==> config.mk <==
export PLATFORM = sky130hd
export DESIGN_NAME = pgg_post
export DESIGN_NICKNAME = d
export VERILOG_FILES = /design/src/hw/rtl/pgg_pkg.sv /design/src/hw/rtl/pgg_post.sv
export SDC_FILE = /design/constraint.sdc
export NUM_CORES = 2
export LEC_CHECK = 0
export BUFFER_PORTS_ARGS = -buffer_cell sky130_fd_sc_hd__buf_2
export CAP_MARGIN = 0
export CORE_ASPECT_RATIO = 0.9
export CORE_MARGIN = 3
export CORE_UTILIZATION = 40
export CTS_BUF_LIST = sky130_fd_sc_hd__clkbuf_8
export CTS_CLUSTER_DIAMETER = 120
export DETAILED_ROUTE_END_ITERATION = 8
export SYNTH_ARGS = -nofsm -noshare
export SYNTH_HDL_FRONTEND = slang
export SYNTH_SLANG_ARGS = --single-unit
==> constraint.sdc <==
create_clock -name clk -period 10.27 [get_ports clk]
set_clock_uncertainty 0.05 [all_clocks]
set_input_delay 0 -clock clk [delete_from_list [all_inputs] [get_ports clk]]
set_output_delay 0 -clock clk [all_outputs]
set_load 0.01 [all_outputs]
==> src/hw/rtl/pgg_pkg.sv <==
// Types, constants and helper functions of the polar go-to-goal controller.
package pgg_pkg;

	localparam int CORDIC_STEPS  = 16;
	localparam int POSITION_BITS = 32;

	localparam int PB_IN     = (POSITION_BITS < 32) ? POSITION_BITS : 32;
	localparam int XY_W      = POSITION_BITS + 4;
	localparam int Z_W       = 20;
	localparam int ANG_W     = 16;
	localparam int BEAR_W    = Z_W - 3;
	localparam int WRAP_W    = 19;
	localparam int STEP_W    = (CORDIC_STEPS > 1) ? $clog2(CORDIC_STEPS) : 1;
	localparam int ATAN_IDX_W = 5;
	localparam int DIST_W    = XY_W;
	localparam int SPROD_W   = DIST_W + 15;
	localparam int CFG_IDX_W = 3;
	localparam int CFG_DATA_W = 32;
	// start edge to the edge that takes the result
	localparam int LATENCY   = CORDIC_STEPS + 5;

	localparam logic signed [WRAP_W-1:0] W_PI     = WRAP_W'(25736);
	localparam logic signed [WRAP_W-1:0] W_TWO_PI = WRAP_W'(51472);
	localparam logic signed [Z_W-1:0]    Z_PI     = Z_W'(205887);
	localparam logic [15:0]              INV_GAIN = 16'd39797;
	localparam logic [30:0]              SPEED_MAX = 31'h7FFF_FFFF;
	localparam logic [63:0]              DIST_CLAMP = 64'd1 << 44;

	typedef enum logic [CFG_IDX_W-1:0] {
		REG_BEARING_GAIN       = 3'd0,
		REG_FINAL_HEADING_GAIN = 3'd1,
		REG_DISTANCE_GAIN      = 3'd2,
		REG_SPEED_THRESHOLD    = 3'd3,
		REG_TURN_THRESHOLD     = 3'd4
	} cfg_reg_t;

	typedef struct packed {
		logic signed [31:0] robot_x;
		logic signed [31:0] robot_y;
		logic signed [15:0] robot_heading;
		logic signed [31:0] goal_x;
		logic signed [31:0] goal_y;
		logic signed [15:0] goal_heading;
	} cmd_t;

	typedef struct packed {
		logic               arrived;
		logic signed [31:0] turn_rate;
		logic [30:0]        forward_speed;
	} result_t;

	typedef struct packed {
		logic signed [15:0] bearing_gain;
		logic signed [15:0] final_heading_gain;
		logic [14:0]        distance_gain;
		logic [30:0]        speed_threshold;
		logic [30:0]        turn_threshold;
	} gains_t;

	// data handed from cell to cell
	typedef struct packed {
		logic                    zero;
		logic signed [XY_W-1:0]  x;
		logic signed [XY_W-1:0]  y;
		logic signed [Z_W-1:0]   z;
		logic signed [ANG_W-1:0] rh;
		logic signed [ANG_W-1:0] gh;
	} cordic_t;

	// arctangent of 2^-i in Q.16 rad, rounded; zero from step 17 on
	function automatic logic signed [Z_W-1:0] atan_q16(input logic [ATAN_IDX_W-1:0] i);
		logic signed [Z_W-1:0] r;
		case (i)
			5'd0:    r = Z_W'(51472);
			5'd1:    r = Z_W'(30386);
			5'd2:    r = Z_W'(16055);
			5'd3:    r = Z_W'(8150);
			5'd4:    r = Z_W'(4091);
			5'd5:    r = Z_W'(2047);
			5'd6:    r = Z_W'(1024);
			5'd7:    r = Z_W'(512);
			5'd8:    r = Z_W'(256);
			5'd9:    r = Z_W'(128);
			5'd10:   r = Z_W'(64);
			5'd11:   r = Z_W'(32);
			5'd12:   r = Z_W'(16);
			5'd13:   r = Z_W'(8);
			5'd14:   r = Z_W'(4);
			5'd15:   r = Z_W'(2);
			5'd16:   r = Z_W'(1);
			default: r = '0;
		endcase
		return r;
	endfunction

	// position as two's complement of POSITION_BITS bits, widened
	function automatic logic signed [XY_W-1:0] sext_pos(input logic [31:0] v);
		logic signed [31:0] t;
		t = $signed(v << (32 - PB_IN)) >>> (32 - PB_IN);
		return XY_W'(t);
	endfunction

	// fold into [-pi, pi]; two passes cover every reachable value
	function automatic logic signed [WRAP_W-1:0] wrap_angle(input logic signed [WRAP_W-1:0] a);
		logic signed [WRAP_W-1:0] r;
		r = a;
		for (int k = 0; k < 2; k++) begin
			if (r > W_PI) begin
				r = r - W_TWO_PI;
			end else if (r < -W_PI) begin
				r = r + W_TWO_PI;
			end
		end
		return r;
	endfunction

endpackage

==> src/hw/rtl/pgg_post.sv <==
// Back end: bearing, angle wrap, gain multiplies, saturation and arrival test.
module pgg_post import pgg_pkg::*; (
	input  logic    clk,
	input  logic    arst_n,
	input  logic    in_valid,
	input  cordic_t din,
	input  gains_t  gains,
	output logic    done,
	output result_t result
);

	// stage 1: bearing, wrapped angles, distance partial products
	logic signed [Z_W-1:0]    z_rnd;
	logic signed [BEAR_W-1:0] bearing;
	logic signed [WRAP_W-1:0] alpha_w;
	logic signed [WRAP_W-1:0] beta_w;
	logic [XY_W-1:0]          xpos;
	logic [XY_W-1:0]          hi_prod;
	logic [31:0]              lo_prod;

	logic                     valid_s1;
	logic signed [ANG_W-1:0]  alpha_s1;
	logic signed [ANG_W-1:0]  beta_s1;
	logic [XY_W-1:0]          dist_hi_s1;
	logic [15:0]              dist_lo_s1;

	// stage 2: rate products, full distance
	logic [DIST_W-1:0]        dist_sum;
	logic [DIST_W-1:0]        dist_clamped;
	logic                     valid_s2;
	logic signed [31:0]       prod_a_s2;
	logic signed [31:0]       prod_b_s2;
	logic [DIST_W-1:0]        dist_s2;

	// stage 3: rate, speed product
	logic signed [32:0]       rate_sum;
	logic                     valid_s3;
	logic signed [31:0]       rate_s3;
	logic [SPROD_W-1:0]       sprod_s3;

	// stage 4: saturation and arrival
	logic [SPROD_W-13:0]      speed_sh;
	logic [30:0]              speed;
	logic [31:0]              mag;
	logic                     valid_s4;
	result_t                  result_s4;

	always_comb begin
		z_rnd   = $signed(din.z) + Z_W'(4);
		bearing = din.zero ? '0 : BEAR_W'(z_rnd >>> 3);
		alpha_w = wrap_angle(WRAP_W'(bearing) - WRAP_W'($signed(din.rh)));
		beta_w  = wrap_angle(WRAP_W'($signed(din.gh)) - WRAP_W'(bearing));
		xpos    = din.x[XY_W-1] ? '0 : XY_W'(din.x);
		hi_prod = XY_W'(xpos[XY_W-1:16]) * XY_W'(INV_GAIN);
		lo_prod = 32'(xpos[15:0]) * 32'(INV_GAIN);
	end

	always_comb begin
		dist_sum     = dist_hi_s1 + DIST_W'(dist_lo_s1);
		dist_clamped = (64'(dist_sum) > DIST_CLAMP) ? DIST_W'(DIST_CLAMP) : dist_sum;
	end

	// |rate| stays far inside 32 bits, so sign extension is the saturation
	always_comb begin
		rate_sum = 33'(prod_a_s2) + 33'(prod_b_s2);
	end

	always_comb begin
		speed_sh = sprod_s3[SPROD_W-1:12];
		speed    = (64'(speed_sh) > 64'(SPEED_MAX)) ? SPEED_MAX : 31'(speed_sh);
		mag      = rate_s3[31] ? 32'(-rate_s3) : 32'(rate_s3);
	end

	always_ff @(posedge clk or negedge arst_n) begin
		if (!arst_n) begin
			valid_s1 <= 1'b0;
			valid_s2 <= 1'b0;
			valid_s3 <= 1'b0;
			valid_s4 <= 1'b0;
		end else begin
			valid_s1 <= in_valid;
			valid_s2 <= valid_s1;
			valid_s3 <= valid_s2;
			valid_s4 <= valid_s3;
		end
	end

	always_ff @(posedge clk) begin
		alpha_s1   <= ANG_W'(alpha_w);
		beta_s1    <= ANG_W'(beta_w);
		dist_hi_s1 <= hi_prod;
		dist_lo_s1 <= lo_prod[31:16];

		prod_a_s2  <= 32'(gains.bearing_gain) * 32'(alpha_s1);
		prod_b_s2  <= 32'(gains.final_heading_gain) * 32'(beta_s1);
		dist_s2    <= dist_clamped;

		rate_s3    <= 32'(rate_sum >>> 9);
		sprod_s3   <= SPROD_W'(dist_s2) * SPROD_W'(gains.distance_gain);

		result_s4.turn_rate     <= rate_s3;
		result_s4.forward_speed <= speed;
		result_s4.arrived       <= (speed < gains.speed_threshold) &&
		                           (mag < {1'b0, gains.turn_threshold});
	end

	assign done   = valid_s4;
	assign result = result_s4;

endmodule

==> results.sh <==
export IMPL_status="completed"
export IMPL_min_period_ns=8.61
export IMPL_vias=43400
export IMPL_coreArea_um2=151000
export IMPL_post_dp_hpwl_mm=122
export IMPL_gp_congestion=0.872
export IMPL_dieHeight_um=376
export IMPL_cts_max_path_buffers=3
export IMPL_drv_cap=0
export IMPL_viasPerCell=4.93
export IMPL_routed_wl_mm=148
export IMPL_cts_resized=0
export IMPL_ys_warn_count=0
export IMPL_synth_seq_area_share_pct=10.1
export IMPL_avgSynthCellArea_um2=9.28
export IMPL_grt_pass1_wl_mm=249
export IMPL_netlist_area_um2=61000
export IMPL_drc_errors=0
export IMPL_synth_seq_cells=306
export IMPL_hp_class="in2reg"
export IMPL_rsz0062_at_grt="false"
export IMPL_finalSetupViolCount=0
export IMPL_grt_pass1_vias=47500
export IMPL_drt_iter0_markers=2064
export IMPL_fillers=14800
export IMPL_hold_violations=0
export IMPL_crit_type="reg2reg"
export IMPL_io_pins=302
export IMPL_antenna_found_initial=23
export IMPL_crit_required_ns=10.80
export IMPL_die_w_um=417
export IMPL_die_area_um2=157000
export IMPL_cts_root_buf="clkbuf_8"
export IMPL_grt_ovfl_total=0
export IMPL_ctsHoldBuffers=31
export IMPL_start_kind="flop"
export IMPL_synth_edff_count=0
export IMPL_finish_instance_area_um2=65700
export IMPL_post_cts_buffers=0
export IMPL_cts_reportedPaths_clkPinSlew_ns=0.06
export IMPL_areaGrowthSynthToFinish_pct=7.85
export IMPL_crit_path_end_kind="flop"
export IMPL_numCtsBuffers=57
export IMPL_relSlewSlack_pct=24.1
export IMPL_setup_tns_ns=0
export IMPL_worst_slew_pin_slew_ns=1.13
export IMPL_synthDistinctLibCells=96
export IMPL_track_usage_pct=19.6
export IMPL_placementRows=135
export IMPL_fin_nets=8874
export IMPL_grt_start_max_net_pins=37
export IMPL_cts_sinks=306
export IMPL_clock_latency_ns=0.73
export IMPL_tritoncts="done"
export IMPL_drive_gt1_share_pct=6.90
export IMPL_synth_flop_cell="dfxtp_1"
export IMPL_ys_async_sr_fraction_pct=1.31
export IMPL_synth_cells=6571
export IMPL_fmax_mhz=116
export IMPL_arrival_ns=9.14
export IMPL_htreeDepth=2
export IMPL_io_buffer_count=263
export IMPL_routedWlPerCell_um=16.9
export IMPL_antenna_left=0
export IMPL_post_dp_cell_area_um2=64100
export IMPL_fin_crit_sh_pct=83.8
export IMPL_drv_slew=0
export IMPL_initial_core_util_pct=40.4
export IMPL_path_max_fanout=15
export IMPL_firstDrtPassIters=5
-- flip-flops by register name, summed over array words and instances, names as in the netlist, 16 cells and up --
signal / count
rate_s3: 24
sprod_s3: 39
prod_b_s2: 32
prod_a_s2: 32
alpha_s1: 16
dist_s2: 36
dist_hi_s1: 35
beta_s1: 16
dist_lo_s1: 16
result: 56
-- area by class of cell --
cell class / instances / area [um2] / share of cell area (%)
repair buffers: 315 / 1780 / 2.71
multi-input cells: 4626 / 48600 / 73.9
diodes: 4 / 10.0 / 0.0152
clock buffers: 70 / 963 / 1.47
clock inverters: 30 / 318 / 0.483
well taps: 1986 / 2480 / 3.78
inverters: 1453 / 5450 / 8.30
flip-flops and latches: 306 / 6150 / 9.35
-- cells in the mapped netlist, drive strengths merged (66+ instances only) --
| cell type | n | area share (%) |
|---|---|---|
| inv | 1452 | 8.9 |
| fa | 1195 | 39 |
| ha | 683 | 14 |
| nand2 | 668 | 4.1 |
| and2 | 491 | 5.0 |
| dfxtp | 302 | 9.9 |
| xnor2 | 204 | 2.9 |
| nor2 | 202 | 1.3 |
| clkbuf | 174 | 1.1 |
| a21oi | 149 | 1.2 |
| o21ai | 105 | 0.86 |
| xor2 | 81 | 1.2 |
| nor3 | 75 | 0.62 |
| nor2b | 74 | 0.76 |
| nand3 | 68 | 0.56 |
| nand2b | 66 | 0.68 |
-- metal layers --
| layer | up-vias | global-route usage (%) | share of wire (%) |
|---|---|---|---|
| met2 | 938 | 34.3 | 49 |
| met4 | 6 | 4.71 | 2.3 |
| met5 | - | 0 | 0.023 |
| met1 | 21700 | 26.1 | 45 |
| met3 | 184 | 2.18 | 4.2 |
| li1 | 20500 | - | - |
-- path summary, 6_finish.rpt --
kind | startpoint | end | slack, ns | cells past startpoint
setup / recovery | dist_s2[9] | sprod_s3[50] | 1.66 | 27
hold / removal | din[36] | beta_s1[2] | 0.12 | 5
setup reg to reg | dist_s2[9] | sprod_s3[50] | 1.66 | 27
hold reg to reg | valid_s1 | valid_s2 | 0.29 | 0
max in group asynchronous | arst_n | done | 9.82 | 3
min in group asynchronous | arst_n | valid_s3 | 0.17 | 3
-- cells by family after synthesis --
kind of cell    after synthesis  synth area share (%)
fa+ha+maj                  1878                  53.3
compound gates              627                  7.15
flops                       306                  10.1
xor+xnor                    285                  4.11
mux                          16                 0.265
buf+inv                    1645                  10.3
simple gates               1813                  14.9
other cells                   1               0.00615
-- layout by cell type (no fill, tap or decap), drive strengths merged, types with 14 or more instances in the layout --
cell,n
o21a,49
or2,64
nor4,14
nor2b,74
or3,21
buf,284
nand4,20
nand2b,66
nand2,668
nor3,75
a21o,65
o21bai,21
clkbuf,70
xnor2,204
a211oi,20
xor2,81
mux2i,15
dfxtp,302
inv,1466
o211ai,27
nand3,68
and2,491
o31ai,22
o21ai,105
fa,1195
and3,29
ha,683
dlygate4sd3,31
a21oi,149
a31oi,20
nor2,202
-- stage by stage --
stage	cells	worst slack, ns	hold WS (ns)	util [%]
global placement	8655	1.67	-0.245	42.5
finish	8790	1.66	0.119	43.5
global route	8789	1.13	0.124	43.5
detailed placement	8655	1.69	-0.243	42.5
CTS	8786	1.60	0.0173	43.5
floorplan	6577	3.09	-0.346	-
-- worst max-delay path: stages (launching register included) --
cell,delay (ns)
dfxtp_1,0.72
and2_1,0.24
fa_1,0.45
fa_1,0.55
inv_1,0.05
fa_1,0.49
inv_1,0.06
fa_1,0.57
fa_1,0.44
fa_1,0.48
ha_1,0.32
nand2_1,0.08
nor3_1,0.17
a211oi_1,0.10
buf_4,0.18
a221oi_1,0.50
o2111a_1,0.32
o21ai_0,0.14
a21oi_1,0.36
a21oi_1,0.17
o21ai_0,0.54
a21oi_1,0.26
nor3_1,0.39
o211a_1,0.24
o21a_1,0.13
o21a_1,0.18
nor4_1,0.07
a311oi_1,0.23
Power is not shown: default switching activity piles up to over one toggle a cycle in this logic, so the estimate is an artifact.
